`config.mk`:
```
export PLATFORM = sky130hd
export DESIGN_NAME = esb_seq
export DESIGN_NICKNAME = d
export VERILOG_FILES = /design/src/rtl/core/esb_pkg.sv /design/src/rtl/core/esb_seq.sv
export SDC_FILE = /design/constraint.sdc
export NUM_CORES = 1
export LEC_CHECK = 0
export ABC_AREA = 1
export BUFFER_PORTS_ARGS = -buffer_cell sky130_fd_sc_hd__buf_4
export CAP_MARGIN = 15
export CORE_AREA = 2 2 39 41
export DETAILED_ROUTE_END_ITERATION = 12
export DIE_AREA = 0 0 41 43
export SYNTH_ARGS = -nofsm -noshare
export SYNTH_HDL_FRONTEND = slang
export SYNTH_SLANG_ARGS = --single-unit
```
`constraint.sdc`:
```
create_clock -name clk -period 1.8 [get_ports clk]
set_input_delay 0.18 -clock clk [delete_from_list [all_inputs] [get_ports clk]]
set_output_delay 0.18 -clock clk [all_outputs]
set_load 0.1 [all_outputs]
```
`src/rtl/core/esb_pkg.sv`:
```
// ----------------------------------------------------------------------------
// esb_pkg
// Shared types, constants and the sort microprogram of the exchange sort
// buffer.
// ----------------------------------------------------------------------------
package esb_pkg;

    localparam int STORE_DEPTH = 1024;
    localparam int DATA_W      = 32;
    localparam int ADDR_W      = $clog2(STORE_DEPTH);
    localparam int CNT_W       = $clog2(STORE_DEPTH + 1);
    localparam int STEP_W      = 3;

    // Function codes of an input transaction
    localparam logic FUNC_LOAD  = 1'b0;
    localparam logic FUNC_FETCH = 1'b1;

    typedef struct packed {
        logic                     func;
        logic signed [DATA_W-1:0] item_value;
        logic                     final_load;
    } in_item_t;

    typedef struct packed {
        logic signed [DATA_W-1:0] sorted_value;
        logic                     final_value;
        logic                     set_empty;
        logic                     overflowed;
    } out_item_t;

    typedef logic [STEP_W-1:0] step_t;

    // Program step addresses
    localparam step_t STEP_IDLE  = 3'd0;
    localparam step_t STEP_SORT  = 3'd1;
    localparam step_t STEP_OUTER = 3'd2;
    localparam step_t STEP_LATCH = 3'd3;
    localparam step_t STEP_CMP   = 3'd4;
    localparam step_t STEP_WRI   = 3'd5;
    localparam step_t STEP_FRD   = 3'd6;
    localparam step_t STEP_FOUT  = 3'd7;

    // Datapath operations
    typedef enum logic [2:0] {
        OP_IDLE      = 3'd0,  // take a transaction, store loads
        OP_CLR_I     = 3'd1,  // outer index to zero
        OP_RD_I      = 3'd2,  // read store[i], j = i + 1
        OP_LATCH_I   = 3'd3,  // hold store[i], read store[j]
        OP_CMP       = 3'd4,  // compare, swap, advance j
        OP_WR_I      = 3'd5,  // write back store[i], advance i
        OP_FETCH_RD  = 3'd6,  // read store[fetch_position]
        OP_FETCH_OUT = 3'd7   // load the result register
    } op_t;

    // Sequencer jump conditions
    typedef enum logic [2:0] {
        CND_NEXT     = 3'd0,
        CND_JUMP     = 3'd1,
        CND_DISPATCH = 3'd2,
        CND_I_DONE   = 3'd3,
        CND_J_MORE   = 3'd4,
        CND_OUT_WAIT = 3'd5
    } cond_t;

    typedef struct packed {
        op_t   op;
        cond_t cond;
        step_t target;
    } ctrl_word_t;

    typedef struct packed {
        logic accept;
        logic is_fetch;
        logic is_final;
        logic i_done;
        logic j_more;
        logic out_free;
    } seq_status_t;

    // Microprogram ROM
    function automatic ctrl_word_t ucode(input step_t step);
        ctrl_word_t w;
        begin
            unique case (step)
                STEP_IDLE:  w = '{op: OP_IDLE,      cond: CND_DISPATCH, target: STEP_SORT};
                STEP_SORT:  w = '{op: OP_CLR_I,     cond: CND_NEXT,     target: STEP_IDLE};
                STEP_OUTER: w = '{op: OP_RD_I,      cond: CND_I_DONE,   target: STEP_IDLE};
                STEP_LATCH: w = '{op: OP_LATCH_I,   cond: CND_NEXT,     target: STEP_IDLE};
                STEP_CMP:   w = '{op: OP_CMP,       cond: CND_J_MORE,   target: STEP_CMP};
                STEP_WRI:   w = '{op: OP_WR_I,      cond: CND_JUMP,     target: STEP_OUTER};
                STEP_FRD:   w = '{op: OP_FETCH_RD,  cond: CND_NEXT,     target: STEP_IDLE};
                STEP_FOUT:  w = '{op: OP_FETCH_OUT, cond: CND_OUT_WAIT, target: STEP_IDLE};
                default:    w = '{op: OP_IDLE,      cond: CND_JUMP,     target: STEP_IDLE};
            endcase
            return w;
        end
    endfunction

endpackage

```
`src/rtl/core/esb_seq.sv`:
```
// ----------------------------------------------------------------------------
// esb_seq
// Step counter and jump logic over the microprogram ROM.
// ----------------------------------------------------------------------------
module esb_seq (
    input  logic                 clk,
    input  logic                 rst_n,
    input  esb_pkg::seq_status_t status,
    output esb_pkg::ctrl_word_t  ctrl
);

    esb_pkg::step_t pc_reg;
    esb_pkg::step_t pc_next;
    esb_pkg::step_t pc_inc;

    // Fetch the current control word
    assign ctrl   = esb_pkg::ucode(pc_reg);
    assign pc_inc = pc_reg + esb_pkg::STEP_W'(1);

    // Resolve the next step
    always_comb
    begin
        unique case (ctrl.cond)
            esb_pkg::CND_NEXT:     pc_next = pc_inc;
            esb_pkg::CND_JUMP:     pc_next = ctrl.target;
            esb_pkg::CND_DISPATCH:
            begin
                if (status.accept && status.is_fetch)
                    pc_next = esb_pkg::STEP_FRD;
                else if (status.accept && status.is_final)
                    pc_next = ctrl.target;
                else
                    pc_next = pc_reg;
            end
            esb_pkg::CND_I_DONE:   pc_next = status.i_done ? ctrl.target : pc_inc;
            esb_pkg::CND_J_MORE:   pc_next = status.j_more ? ctrl.target : pc_inc;
            esb_pkg::CND_OUT_WAIT: pc_next = status.out_free ? ctrl.target : pc_reg;
            default:               pc_next = esb_pkg::STEP_IDLE;
        endcase
    end

    // Advance the step counter
    always_ff @(posedge clk or negedge rst_n)
    begin
        if (!rst_n)
            pc_reg <= esb_pkg::STEP_IDLE;
        else
            pc_reg <= pc_next;
    end

endmodule

```
==> results.txt, run 1 <==
----------------------------------------------------
[Route]
  Initial DRC Count ... 3
  Drt wl/cell ... 9.54 µm
  Number of iterations in the first detailed-routing pass ... 4
  DRC violation count after routing ... 0
  Via-per-instance ratio ... 4.27
  Detail Route Antenna Nets ... 0
  Number of vias after detailed routing ... 470
  Wire length reported by the detailed router ... between 1000 and 1500 µm

[Synth]
  Number of warning messages in the yosys log ... 0
  Syn Area/Cell ... 5.77 µm²
  Number of nets produced by synthesis ... 86
  Dominant cell type by area after synthesis ... nand2_1
  Sequential-to-total area share from yosys stat ... 17.6%
  #FFs+latches synth ... 3
  Instance count of the mapped netlist ... 74
  Top cells by area, synth ... nand2_1, dfrtp_1, ha_1
  Number of distinct library cells after synthesis ... 17
  Top-area cell type share of the netlist area ... 27.3%
  Mapped Area ... between 400 and 500 µm²

[STA]
  Worst Tran Pin Value ... 0.280 ns
  Max-slew violation total from the final report ... 0
  Final critical delay including setup and external delays ... 1.71 ns
  Highest clock rate ... 0.583 GHz
  Clock Skews ... around 0.0025 ns
  Setup repair after global routing missed its margin ... no
  Setup-failing EPs final ... 0
  Final Hold Vio Count ... 0
  Final cycle utilization of the critical path ... 95.2%
  Max-slew headroom at the worst pin ... 81.5%

[Cells and area]
  Total inserted antenna cells ... 0
  Post-route core utilization ... a little under half
  Growth of design area from synthesis to finish ... 49.9%
  # nets final ... 107
  Number of flip-flops in the largest register ... 3
  Fraction of layout cells with a size suffix above 1 ... about a third
  Count of filler cells inserted in the layout ... about 160

[Clock network]
  Buffers inserted by post-CTS timing repair ... 0
  Max Root-Sink Buffers ... 2
  Clock transition at path regs ... 0.04 ns
  Latest clock arrival within the worst-skew pair ... 0.23 ns
  Clock tree from TritonCTS ... done
  CTS sink cnt ... 3
  Number of levels in the clock H-tree ... 1
  Clock Root Buffer ... clkbuf_4
  Number of clock buffers inserted by TritonCTS ... 3
  Post-CTS sizing ... 0

[Setup path]
  Capturing element of the worst setup path ... ctrl[3]
  Worst reg2reg path endpoint ... pc_reg[1]
  Setup Crit Path Kind ... reg -> out
  Setup crit start kind ... flip-flop
  CP startpoint ... pc_reg[0]
  Reg2Reg Launch Point ... pc_reg[0]
  Setup slack on the worst flop-to-flop path ... 0.21 ns
  Path depth of the worst reg2reg path ... 7
  Kind of end point of the critical path ... output port
  Data required time of the worst path ... 1.62 ns
  Signal arrival time at the worst endpoint ... ~1.5 ns
  Worst-path fanout max ... 8

[Die]
  Placeable core area ... 1380 µm²
  Die ar. ... 1760 µm²
  Initial Utilization ... 30.8%
  Die span in x ... a little over 40 µm
  Die span in y ... 43 µm
  Std cell rows ... 14
  Number of placed I/O pins ... 17

[Place]
  Final weighted congestion in routability-driven placement ... between 0.7 and 0.8
  Dpl hpwl ... 895 µm
  I/O Buffers ... 16

[Run]
  Max-Cap Viols ... 0

[Global routing]
  Number of antenna violations at the first check in global routing ... 0
  Gr ovfl total ... 0
  Global-route wire length before repair ... 1700 µm
  Via count of the first global-routing pass ... 435
  GR Util All Layers ... 14.1%
  Maximum number of pins on one net before global-route repair ... 11

[Outcome]
  Result of the run ... finished, final reports clean

[Hold path]
  Class of the tightest hold or removal check ... in -> reg

----------------------------------------------------
[how the worst min path moves through the flow]
stage / end / from / depth (start not counted)
after global routing: pc_reg[1] / rst_n / 2
after global placement: pc_reg[1] / rst_n / 1
after floorplan: pc_reg[0] / rst_n / 0
after detailed placement: pc_reg[1] / rst_n / 1
after CTS: pc_reg[0] / status[0] / 4
final: pc_reg[0] / status[0] / 4
[worst max-delay path, cell delays in order (launching register included)]
cell	delay [ns]
dfrtp_4	0.53
inv_4	0.11
ha_1	0.21
nand2_1	0.08
nand2_2	0.07
buf_4	0.29
[repair_timing]
item | in CTS | in global routing
hold buffers | 1 | 0
endpoints found under the setup margin | 0 | 0
hold endpoints to repair | 3 | 0
[metrics by stage]
step | instance area (µm²) | hold slack [ns] | cells | setup TNS (ns) | setup slack [ns]
after global routing | 639 | 0.277 | 110 | 0 | 0.0200
after detailed placement | 603 | -0.0300 | 105 | 0 | 0.216
after floorplan | 478 | -0.116 | 74 | -0.521 | -0.189
after global placement | 603 | -0.0306 | 105 | 0 | 0.225
final | 639 | 0.256 | 110 | 0 | 0.0862
after CTS | 639 | 0.250 | 110 | 0 | 0.0747
[routing by layer]
| layer | GRT usage, % | wire length [µm] |
|---|---|---|
| met5 | 0 | 0 |
| met4 | 6.00 | 19 |
| met3 | 1.57 | 30 |
| met2 | 22.8 | 494 |
| met1 | 17.9 | 505 |
[cell usage in the layout (no fill, tap or decap), drive strengths merged]
| cell | n |
|---|---|
| o211ai | 1 |
| a21oi | 1 |
| clkbuf | 4 |
| nor2 | 9 |
| clkinvlp | 1 |
| o21ai | 3 |
| ha | 4 |
| nand2 | 32 |
| buf | 16 |
| dfrtp | 3 |
| nand3b | 1 |
| or2 | 1 |
| o21a | 1 |
| nand3 | 5 |
| dlygate4sd3 | 1 |
| inv | 11 |
[area by class of cell]
class                   count  area (µm²)  area share (%)
multi-input cells          58         325            50.9
repair buffers             17         130            20.4
flip-flops and latches      3        86.3            13.5
inverters                  12        51.3            8.02
clock buffers               4        26.3            4.11
well taps                  16        20.0            3.13
[synth_stat cells (all sizes together)]
| library cell | count |
|---|---|
| nand3b | 1 |
| nor2 | 9 |
| o21ai | 3 |
| o211ai | 1 |
| buf | 1 |
| dfrtp | 3 |
| inv | 12 |
| ha | 4 |
| nand3 | 5 |
| nand2 | 32 |
| o21a | 1 |
| a21oi | 1 |
| or2 | 1 |
[kinds of logic after synthesis]
logic type	Yosys count	share of synthesized area (%)
simple gates	48	49.3
compound gates	6	8.21
fa+ha+maj	4	11.7
flops	3	17.6
buf+inv	13	13.2
Power of run 1 is left out: the tool's default activity adds up to more than one toggle a clock period on the data nets, which glitch-free logic cannot reach.
==> inputs of run 2 (changes only) <==
--- a/config.mk
+++ b/config.mk
@@ -6,11 +6,12 @@
 export NUM_CORES = 1
 export LEC_CHECK = 0
 export ABC_AREA = 1
-export BUFFER_PORTS_ARGS = -buffer_cell sky130_fd_sc_hd__buf_4
 export CAP_MARGIN = 15
-export CORE_AREA = 2 2 39 41
+export CORE_AREA = 3 3 40 42
 export DETAILED_ROUTE_END_ITERATION = 12
-export DIE_AREA = 0 0 41 43
+export DIE_AREA = 0 0 43 45
+export DONT_BUFFER_PORTS = 1
+export SETUP_SLACK_MARGIN = 0.1
 export SYNTH_ARGS = -nofsm -noshare
 export SYNTH_HDL_FRONTEND = slang
 export SYNTH_SLANG_ARGS = --single-unit
==> run 2 against run 1 <==
Net effect:
- count of clock-buffer cells in the layout unchanged
- flip-flop and latch count unchanged
- cell count decreased by 7.3%
- fmax increased by 3.4%
- worst setup slack improved by 0.057 ns
- non-clock buffer count decreased by 7
- worst hold slack got worse by 0.082 ns
- critical path depth decreased by 1
- critical path type unchanged
==> results.txt, run 2 (same netlist as run 1, synthesis figures left out) <==
----------------------------------------------------
[Global routing]
  GR Util All Layers ... a little under an eighth
  Number of antenna violations at the first check in global routing ... 0
  Gr ovfl total ... 0
  Global-route wire length before repair ... 1750 µm
  Maximum number of pins on one net before global-route repair ... 11
  Via count of the first global-routing pass ... 407

[Cells and area]
  Growth of design area from synthesis to finish ... 42.5%
  Most common library cell in the layout ignoring fill and taps ... nand2_1
  Cell area after layout ... 608 µm²
  Fraction of layout cells with a size suffix above 1 ... 32.2%
  Count of filler cells inserted in the layout ... approximately 140
  # nets final ... 100
  Total inserted antenna cells ... 0
  Number of flip-flops in the largest register ... 3
  Commonest cells after routing, fill and taps aside ... nand2_1, inv_1, buf_4

[Route]
  Drt wl/cell ... ~11 µm
  DRC violation count after routing ... 0
  Via-per-instance ratio ... 4.63
  Detail Route Antenna Nets ... 0
  Wire length reported by the detailed router ... 1080 µm
  Number of iterations in the first detailed-routing pass ... 4
  Number of vias after detailed routing ... 472
  Initial DRC Count ... 12

[STA]
  Highest clock rate ... between 0.6 and 0.7 GHz
  Total Negative Setup Slacks ... 0 ns
  Max-slew violation total from the final report ... 0
  Hold Slack ... 0.174 ns
  Clock Skews ... 0.000159 ns
  Final cycle utilization of the critical path ... ~92%
  Final critical delay including setup and external delays ... roughly 1.7 ns
  Setup repair after global routing missed its margin ... no
  Setup-failing EPs final ... 0
  Worst Tran Pin Value ... 0.282 ns
  Max-slew headroom at the worst pin ... 81.4%
  Final Hold Vio Count ... 0

[Die]
  Initial Utilization ... 33.2%
  Die span in y ... 45 µm
  Die span in x ... 43 µm
  Die ar. ... 1940 µm²
  Placeable core area ... between 1000 and 1500 µm²
  Number of placed I/O pins ... 17
  Std cell rows ... 13

[Clock network]
  Number of clock buffers inserted by TritonCTS ... 3
  Clock tree from TritonCTS ... done
  CTS sink cnt ... 3
  Clock transition at path regs ... 0.03 ns
  Clock Root Buffer ... clkbuf_4
  Max Root-Sink Buffers ... 2
  Latest clock arrival within the worst-skew pair ... approximately 0.22 ns
  Number of levels in the clock H-tree ... 1

[Setup path]
  Setup crit start kind ... flip-flop
  Data required time of the worst path ... around 1.6 ns
  Kind of end point of the critical path ... output port
  Worst-path fanout max ... 8
  Setup Crit Path Kind ... reg -> out
  Signal arrival time at the worst endpoint ... 1.48 ns

[Run]
  Max-Cap Viols ... 0

[Place]
  Dpl hpwl ... 827 µm
  Total cell area at the placement stage ... 553 µm²
  I/O Buffers ... 0
  Final weighted congestion in routability-driven placement ... 0.840

[Hold path]
  Class of the tightest hold or removal check ... in -> reg

[Outcome]
  Result of the run ... finished, final reports clean

----------------------------------------------------
run 2: cell type report:
class                   count  area (µm²)  area share (%)
repair buffers             10        93.8            15.4
flip-flops and latches      3        86.3            14.2
multi-input cells          58         328            53.9
clock buffers               4        26.3            4.32
inverters                  12        55.1            9.05
well taps                  15        18.8            3.09
run 2: worst paths after layout:
path | from | end | slack [ns] | depth (start not counted)
setup / recovery | pc_reg[0] | ctrl[5] | 0.14 | 4
hold / removal | status[0] | pc_reg[2] | 0.17 | 3
setup reg to reg | pc_reg[0] | pc_reg[1] | 0.19 | 7
hold reg to reg | pc_reg[0] | pc_reg[2] | 0.75 | 2
max in group asynchronous | rst_n | pc_reg[0] | 1.41 | 1
min in group asynchronous | rst_n | pc_reg[1] | 0.21 | 1
run 2: metrics by stage:
step / setup WS [ns] / util (%) / cells
after floorplan: -0.189 / - / 74
after global placement: 0.218 / 43.0 / 97
after detailed placement: 0.194 / 43.0 / 97
after CTS: 0.116 / 46.4 / 102
after global routing: 0.0904 / 47.3 / 102
final: 0.143 / 47.3 / 102
run 2: timing repair:
item                                   CTS  global route
setup buffers                            0             0
resized for setup                        2             3
endpoints found under the hold margin    3             0
hold buffers                             1             0
setup endpoints to repair                2             2
run 2: critical path, stage by stage (launching register included):
cell	delay (ns)
dfrtp_4	0.53
inv_4	0.12
ha_4	0.23
nor2_4	0.13
buf_6	0.24
run 2: routing by layer:
metal	part of all wire [%]	GRT usage [%]	up-vias
met4	0	1.81	0
met5	0	0	-
li1	-	-	252
met3	5.5	2.39	0
met2	46	18.3	16
met1	48	16.9	204
Power of run 2 is left out for the same reason.
==> inputs of run 3 (changes only) <==
--- a/config.mk
+++ b/config.mk
@@ -11,6 +11,7 @@
 export DETAILED_ROUTE_END_ITERATION = 12
 export DIE_AREA = 0 0 43 45
 export DONT_BUFFER_PORTS = 1
+export PLACE_DENSITY_LB_ADDON = 0.25
 export SETUP_SLACK_MARGIN = 0.1
 export SYNTH_ARGS = -nofsm -noshare
 export SYNTH_HDL_FRONTEND = slang
==> run 3 against run 2 <==
Net effect:
- count of clock-buffer cells in the layout is the same
- routed wire length shrank 5.6%
- first-iteration DRC count decreased by 58%
- final area fell by 1.2%
- critical endpoint is now ctrl[3]
- highest routed layer unchanged
==> results.txt, run 3 (same netlist as run 1, synthesis figures left out) <==
----------------------------------------------------
[Route]
  Number of vias after detailed routing ... 457
  DRC violation count after routing ... 0
  Number of iterations in the first detailed-routing pass ... 4
  Via-per-instance ratio ... 4.48
  Wire length reported by the detailed router ... 1020 µm
  Detail Route Antenna Nets ... 0
  Initial DRC Count ... 5
  Drt wl/cell ... 9.95 µm

[Die]
  Placeable core area ... 1280 µm²
  Die span in y ... approximately 45 µm
  Number of placed I/O pins ... 17
  Std cell rows ... 13
  Die ar. ... around 1900 µm²
  Initial Utilization ... 33.2%
  Die span in x ... approximately 43 µm

[Clock network]
  Clock tree from TritonCTS ... done
  Buffers inserted by post-CTS timing repair ... 0
  Clock Root Buffer ... clkbuf_4
  Latest clock arrival within the worst-skew pair ... between 0.2 and 0.25 ns
  Clock transition at path regs ... around 0.030 ns
  Number of clock buffers inserted by TritonCTS ... 3
  Max Root-Sink Buffers ... 2
  CTS sink cnt ... 3
  Number of levels in the clock H-tree ... 1

[Setup path]
  Signal arrival time at the worst endpoint ... 1.47 ns
  Reg2Reg Launch Point ... pc_reg[0]
  Data required time of the worst path ... 1.62 ns
  Setup crit start kind ... flip-flop
  Worst-path fanout max ... 8
  Cell-by-cell trace of the critical path ... inv_4 > ha_1 > nand2_1 > nand2_2 > buf_8
  Setup slack on the worst flop-to-flop path ... 0.22 ns
  Kind of end point of the critical path ... output port
  Biggest cell delay along the critical path ... 0.53 ns
  CP startpoint ... pc_reg[0]
  Path depth of the worst reg2reg path ... 7
  Setup Crit Path Kind ... reg -> out
  Master of the slowest instance on the critical path ... dfrtp_4

[Place]
  Final weighted congestion in routability-driven placement ... 0.819
  Placed cell count ... 97
  I/O Buffers ... 0
  Dpl hpwl ... between 800 and 900 µm

[Cells and area]
  Number of flip-flops in the largest register ... 3
  Most common library cell in the layout ignoring fill and taps ... nand2_1
  Final non-filler cell total ... 102
  Count of filler cells inserted in the layout ... between 100 and 150
  Total inserted antenna cells ... 0
  Commonest cells after routing, fill and taps aside ... nand2_1, inv_1, buf_4
  Growth of design area from synthesis to finish ... 40.8%
  # nets final ... 100
  Fraction of layout cells with a size suffix above 1 ... between 30% and 40%

[STA]
  Final Hold Vio Count ... 0
  Final critical delay including setup and external delays ... around 1.7 ns
  Setup-failing EPs final ... 0
  Final cycle utilization of the critical path ... 91.8%
  Highest clock rate ... roughly 0.61 GHz
  Max-slew violation total from the final report ... 0
  Setup repair after global routing missed its margin ... yes
  Clock Skews ... 0.00414 ns
  Max-slew headroom at the worst pin ... 81.6%
  Worst Tran Pin Value ... roughly 0.28 ns
  Total Negative Setup Slacks ... 0 ns

[Global routing]
  GR Util All Layers ... around 11%
  Number of antenna violations at the first check in global routing ... 0
  Via count of the first global-routing pass ... 399
  Most crowded layer after global routing ... met2
  Maximum number of pins on one net before global-route repair ... 11
  GR Layer Usage met2 ... between 10% and 20%
  Global-route wire length before repair ... 1660 µm
  Met1 track demand over resource in global routing ... 13.9%
  Gr ovfl total ... 0
  Global Route met3 Usage ... 3.19%

[Hold path]
  Class of the tightest hold or removal check ... in -> reg
  Launch point of the worst hold path ... status[0]
  Hold path depth ... 3

[Outcome]
  Result of the run ... finished, final reports clean

[Run]
  Max-Cap Viols ... 0

----------------------------------------------------
==> run 3: layout make-up <==
class	instances	area [µm²]	area share, %
Clock buffer	4	26.3	4.38
Tap cell	15	18.8	3.13
Timing Repair Buffer	10	88.8	14.8
Inverter	12	55.1	9.17
Multi-Input combinational cell	58	325	54.2
Sequential cell	3	86.3	14.4
==> run 3: per-stage QoR <==
step	worst slack (ns)	area (µm²)	hold WS, ns	util (%)
2_1_floorplan	-0.189	482	-0.116	-
3_3_place_gp	0.231	553	-0.115	43.0
3_5_place_dp	0.224	553	-0.116	43.0
4_1_cts	0.104	593	0.186	46.2
5_1_grt	0.0891	601	0.196	46.7
6_report	0.148	601	0.186	46.7
==> run 3: per-layer routing <==
metal  up-vias  wire (µm)
met5         -          0
met4         0          0
met3         0         60
met2        11        506
met1       197        448
li1        249          -
==> run 3: critical path: cells and delay by family (launching register included) <==
kind          cells  cell delay [ns]
fa+ha+maj         1             0.22
flops             1             0.53
simple gates      2             0.17
buf+inv           2             0.32
==> run 3: what timing repair did <==
item,in CTS,in global routing
gates resized for setup,1,2
endpoints found under the setup margin,1,2
hold endpoints to repair,3,0
hold buffers,1,0
==> run 3: path summary, 6_finish.rpt <==
check | endpoint
max reg2reg | pc_reg[1]
min reg2reg | pc_reg[0]
min in group asynchronous | pc_reg[2]
max in group asynchronous | pc_reg[0]
min | pc_reg[0]
max | ctrl[3]
Power of run 3 is left out for the same reason.
